File: src/rtl/assert_macros.svh
// Assertion macros shared by the RTL files of the timed event queue.
// Depends on nothing; define NO_ASSERTIONS to compile the checks out.
`ifndef ASSERT_MACROS_SVH
`define ASSERT_MACROS_SVH
`ifndef NO_ASSERTIONS
`define ASSERT_IMPLY(label, clk, rst_n, pre, post) \
    label: assert property (@(posedge clk) disable iff (!rst_n) (pre) |-> (post)) \
        else $error("assertion failed");
`define ASSERT_NEXT(label, clk, rst_n, pre, post) \
    label: assert property (@(posedge clk) disable iff (!rst_n) (pre) |=> (post)) \
        else $error("assertion failed");
`else
`define ASSERT_IMPLY(label, clk, rst_n, pre, post)
`define ASSERT_NEXT(label, clk, rst_n, pre, post)
`endif
`endif

File: src/rtl/teq_pkg.sv
// Package of the timed event queue: widths, request codes and defaults.
// Depends on nothing.
package teq_pkg;
    localparam int QUEUE_DEPTH_DEF = 16;
    localparam int NS_PER_CLOCK_DEF = 40;
    localparam int MAX_RUN_TICKS_DEF = 125000;
    localparam int RUN_W = 17;
    localparam logic [63:0] NS_PER_SEC = 64'd1000000000;

    typedef enum logic [1:0] {
        REQ_TICK = 2'd0,
        REQ_SCHED = 2'd1,
        REQ_IDLE = 2'd2,
        REQ_NONE = 2'd3
    } req_t;

    localparam logic CFG_WD_ENABLE = 1'b0;
    localparam logic CFG_WD_TIMEOUT = 1'b1;

    localparam logic [1:0] WD_NONE = 2'd0;
    localparam logic [1:0] WD_CAUTION = 2'd1;
    localparam logic [1:0] WD_LETHAL = 2'd2;

    // One slot of the event table.
    typedef struct packed {
        logic [63:0] due;
        logic [31:0] code;
        logic [15:0] tag;
    } slot_t;
endpackage

File: src/rtl/teq_slot_ram.sv
// Event table memory: one write port, one registered read port.
// Depends on teq_pkg.
module teq_slot_ram #(
    parameter int DEPTH = 16,
    parameter int AW = 4
) (
    input  logic              aclk,
    input  logic              we,
    input  logic [AW-1:0]     waddr,
    input  teq_pkg::slot_t    wdata,
    input  logic [AW-1:0]     raddr,
    output teq_pkg::slot_t    rdata
);
    import teq_pkg::*;
    slot_t mem [DEPTH];

    // Synchronous write and registered read.
    always_ff @(posedge aclk) begin
        if (we) begin
            mem[waddr] <= wdata;
        end
        rdata <= mem[raddr];
    end
endmodule

File: config.mk
export PLATFORM = sky130hd
export DESIGN_NAME = teq_slot_ram
export DESIGN_NICKNAME = d
export VERILOG_FILES = /design/src/rtl/assert_macros.svh /design/src/rtl/teq_pkg.sv /design/src/rtl/teq_slot_ram.sv
export SDC_FILE = /design/constraint.sdc
export NUM_CORES = 1
export LEC_CHECK = 0
export BUFFER_PORTS_ARGS = -buffer_cell sky130_fd_sc_hd__buf_2
export CORE_ASPECT_RATIO = 0.75
export CORE_MARGIN = 5
export CORE_UTILIZATION = 46
export DETAILED_ROUTE_END_ITERATION = 12
export HOLD_SLACK_MARGIN = 0.12
export SLEW_MARGIN = 20
export SYNTH_ARGS = -nofsm -noshare
export SYNTH_HDL_FRONTEND = slang
export SYNTH_SLANG_ARGS = --single-unit
File: constraint.sdc
create_clock -name aclk -period 14.3 [get_ports aclk]
set_input_delay 2.145 -clock aclk [delete_from_list [all_inputs] [get_ports aclk]]
set_output_delay 2.145 -clock aclk [all_outputs]
set_load 0.02 [all_outputs]
## Word level (Yosys, flattened, before mapping)

Memories as Yosys holds them, arrays and structs flattened. A register that Yosys moved wholly into a read port is not among the register bits.
Cells that the tools add are included.

| storage, ports and cells | value |
|---|---|
| register bits after elaboration | 0 |
| memory bits (writable) | 1,792 |
| input bits | 122 |
| output and inout port bits | 112 |
| word-level logic and storage cells | 3 |
| memories kept | 1 |

| operators by class | value |
|---|---|
| muxes and demuxes | 2 |

Memory list:

| memory | depth | width | rd ports | clocked after Yosys merged registers in | write ports | line | RTL |
|---|---|---|---|---|---|---|---|
| mem | 16 | 112 | 1 | 1 | 1 | teq_slot_ram.sv:15 | `slot_t mem [DEPTH];` |

Operators with widths:

| cell | number |
|---|---|
| $mux W1 | 2 |

## Longest topological paths before layout

| depth | value |
|---|---|
| word-level depth | 2 |
| depth in mapped cells | 6 |
| mapped depth without buffers | 3 |

## Least setup slack after synthesis

No wires, ideal clock.

| path | value |
|---|---|
| path type | in2reg |
| start point | input port waddr[2] |
| end point | memory mem[0][0] (netlist bit), enable pin |
| setup time | 0.722 ns |
| arrival | 10.226 ns |
| required time | 13.578 ns |
| path slack | 3.353 ns |
| stages | 2 |
| path buffers | 0 |
| cell sequence | or3b_2 -> nor3_1 |

RTL lines:

| element | line | RTL |
|---|---|---|
| start, declared | teq_slot_ram.sv:9 | `input logic [AW-1:0] waddr,` |
| end, declared | teq_slot_ram.sv:15 |  |

No word-level cell before the write port.

## Worst setup path in the final report

| path | value |
|---|---|
| start point | input port waddr[2] |
| end point | memory mem[0][17] (netlist bit), enable pin |

No word-level cell before the write port.

==> out/results.ini <==
[status]
outcome = finished, final reports clean

[synth]
synthAdderAreaFrac_pct = 0
syn-num-nets = 2986
syn_avg_cell_area_um2 = 24.2
synth_compound_area_share_pct = 2.43
synth_warnings = 0
synth-simple-area-share_pct = 0.799
ys_seq_area_share_pct = 81.0
synth_seq_cells = 1904
synth_cell_types = 18
synth_area_um2 = 69200
synthMuxAreaShare_pct = 14.6
synth_top_family_by_area = multiplexers
postSynthCellCount = 2864
synth-xor-area-share_pct = 0

[critical_path]
worstSetupPathType = primary input to flop
crit_path_start_kind = primary input
cp_max_fo = 40
r2r-end = rdata[80]
slowest_delay_ps = 800
cp_cell_sequence = buf_2 > or3b_2 > nor3_2 > buf_4 > buf_4 > buf_4
crit_cells = 6
reg2regPathDepth = 3
startpoint = waddr[2]
reg2reg_from = mem[8][80]
timing.reg2reg.setup_slack_ps = 12880
cp-endpoint = mem[0][17]
cp.required_ps = 14700
crit_top_cell = buf_4
crit_family = buffers and inverters
worstPathBufferInverterCount = 4
crit_slowest_cell = buf_4
worst-endpoint-arrival_ps = 5290
crit_path_end_kind = flop

[pwr]
irDropWorstVdd_mv = 0.131
leakage_nw = 25.0
power_density_nw_per_um2 = 146

[cts]
clk_path_buf_depth = 3
htree_levels = 4
clock_latency_ps = 780
cts_root_buf = clkbuf_16
hold_buffers = 0
clk_pin_slew_ps = 60
cts_tree = built
cts_setup_buffers = 0
cts_made_buffers = 177
clock_sinks = 1904
cts_resized = 0

[place]
pre_cts_ws_ps = 8570
port_buffers = 233
hpwlAfterDp_mm = 71.4
place_congestion = 0.703

[final_layout]
nets = 3292
drive_above_1_share_pct = 30.1
fillers = 11309
register_area_um2 = 56100
multi_input_area_um2 = 12500
syn2layout_area_growth_pct = 13.5

[die]
core-area_um2 = 150000
fp.dieW_um = 458
die_y_um = 346
std_cell_rows = 123
initial_core_util_pct = 46.2
ios = 234
die_area_um2 = 158000

[job]
drv_cap = 0

[routing]
first_pass_iters = 5
avgRoutedWirePerCell_um = 29.8
drc = 0
drt_iter0_markers = 2872
vias = 31046
viasPerCell = 5.83
wl_mm = 159
ant_nets = 0

[sta]
finClkSkew_ps = 20.2
hold_viol_final = 0
fin_ws_ps = 9410
finalCritPeriodShare_pct = 34.2
period_needed_ps = 4890
tightest_slew_ps = 1090
fmax_ghz = 0.205
rsz0062_at_grt = false
slew_headroom_pct = 27.1
fin_setup_tns_ps = 0
setup_viol = 0
drv_slew = 0

[global_route]
antenna_found_initial = 34
gr-total-overflow = 0
grt_pass1_vias = 32898
grt_max_degree = 147
grt_pass1_wl_mm = 232
grt_use_total_pct = 20.1

[worst_hold_path]
worstHoldPathType = flop to flop

per-layer routing:
metal  vias up  routed length [um]  GRT usage, %
met5         -                  39             0
met4         6                3880          5.84
met3       264                8440          3.23
met2       985               80900          34.3
met1     16883               65400          27.1
li1      12908                   -             -
synthesized netlist by cell type, drive strengths merged:
cell type | instances | area, um^2
a22oi | 224 | 1680
and2 | 1 | 6.26
buf | 93 | 592
clkbuf | 56 | 210
dfxtp | 112 | 2240
edfxtp | 1792 | 53800
mux4 | 448 | 10100
nand2 | 113 | 424
nand2b | 2 | 12.5
nand3 | 1 | 5.00
nand3b | 2 | 15.0
nor2 | 13 | 48.8
nor2b | 2 | 12.5
nor3 | 4 | 20.0
or3b | 1 | 8.76
worst min-delay path by stage:
stage                     depth (start not counted)         to   startpoint  slack (ps)
after detailed placement                          3  rdata[32]  mem[14][32]         660
after CTS                                         3  rdata[32]  mem[14][32]         670
after global routing                              3  rdata[22]  mem[14][22]         690
after floorplan                                   3   rdata[0]   mem[14][0]         630
after global placement                            3  rdata[54]  mem[14][54]         650
final                                             3  rdata[54]  mem[14][54]         670
area by class of cell:
type / instances / area share [%]
well taps: 2000 / 3.19
diodes: 11 / 0.0351
multi-input cells: 811 / 15.9
clock inverters: 62 / 0.870
repair buffers: 276 / 2.19
flip-flops and latches: 1904 / 71.4
clock buffers: 263 / 6.45
state kept, by name, indices dropped and copies added (netlist names):
| name | flops |
|---|---|
| rdata | 112 |
| mem | 1792 |
power breakdown:
group	internal (W)	switching (W)	total, W	leakage, nW
registers	0.00624	0.0000452	0.00628	17.1
clock network	0.00270	0.00195	0.00465	2.81
logic	0.000214	0.000351	0.000565	5.04
stage by stage:
stage,util [%],hold slack [ps],power [W],cell area [um^2],std cells
finish,52.4,667,0.0115,78500,5327
global route,52.4,688,0.0119,78500,5320
CTS,52.4,666,0.0116,78500,5316
detailed placement,48.6,657,0.00698,72700,4991
global placement,48.6,652,0.00696,72700,4991
floorplan,-,635,0.00674,69200,2864
kinds of logic after synthesis:
| kind of cell | Yosys count |
|---|---|
| AOI/OAI and AO/OA | 224 |
| buffers and inverters | 149 |
| DFF | 1904 |
| muxes | 448 |
| and+or+nand+nor | 139 |
worst reg2reg max path, stage by stage (launching register included):
cell      delay, ps
edfxtp_1        390
mux4_2          470
a22oi_1         270
nand2_1         150
placed cells by master (no fill, tap or decap), drive strengths merged:
cell      instances
edfxtp         1792
mux4            448
buf             276
clkbuf          263
a22oi           224
nand2           113
dfxtp           112
clkinv           40
bufinv           14
nor2             13
diode            11
inv               5
nor3              4
clkinvlp          3
nor2b             2
nand3b            2
nand2b            2
and2              1
nand3             1
or3b              1
(Power assumes the default switching activity.)
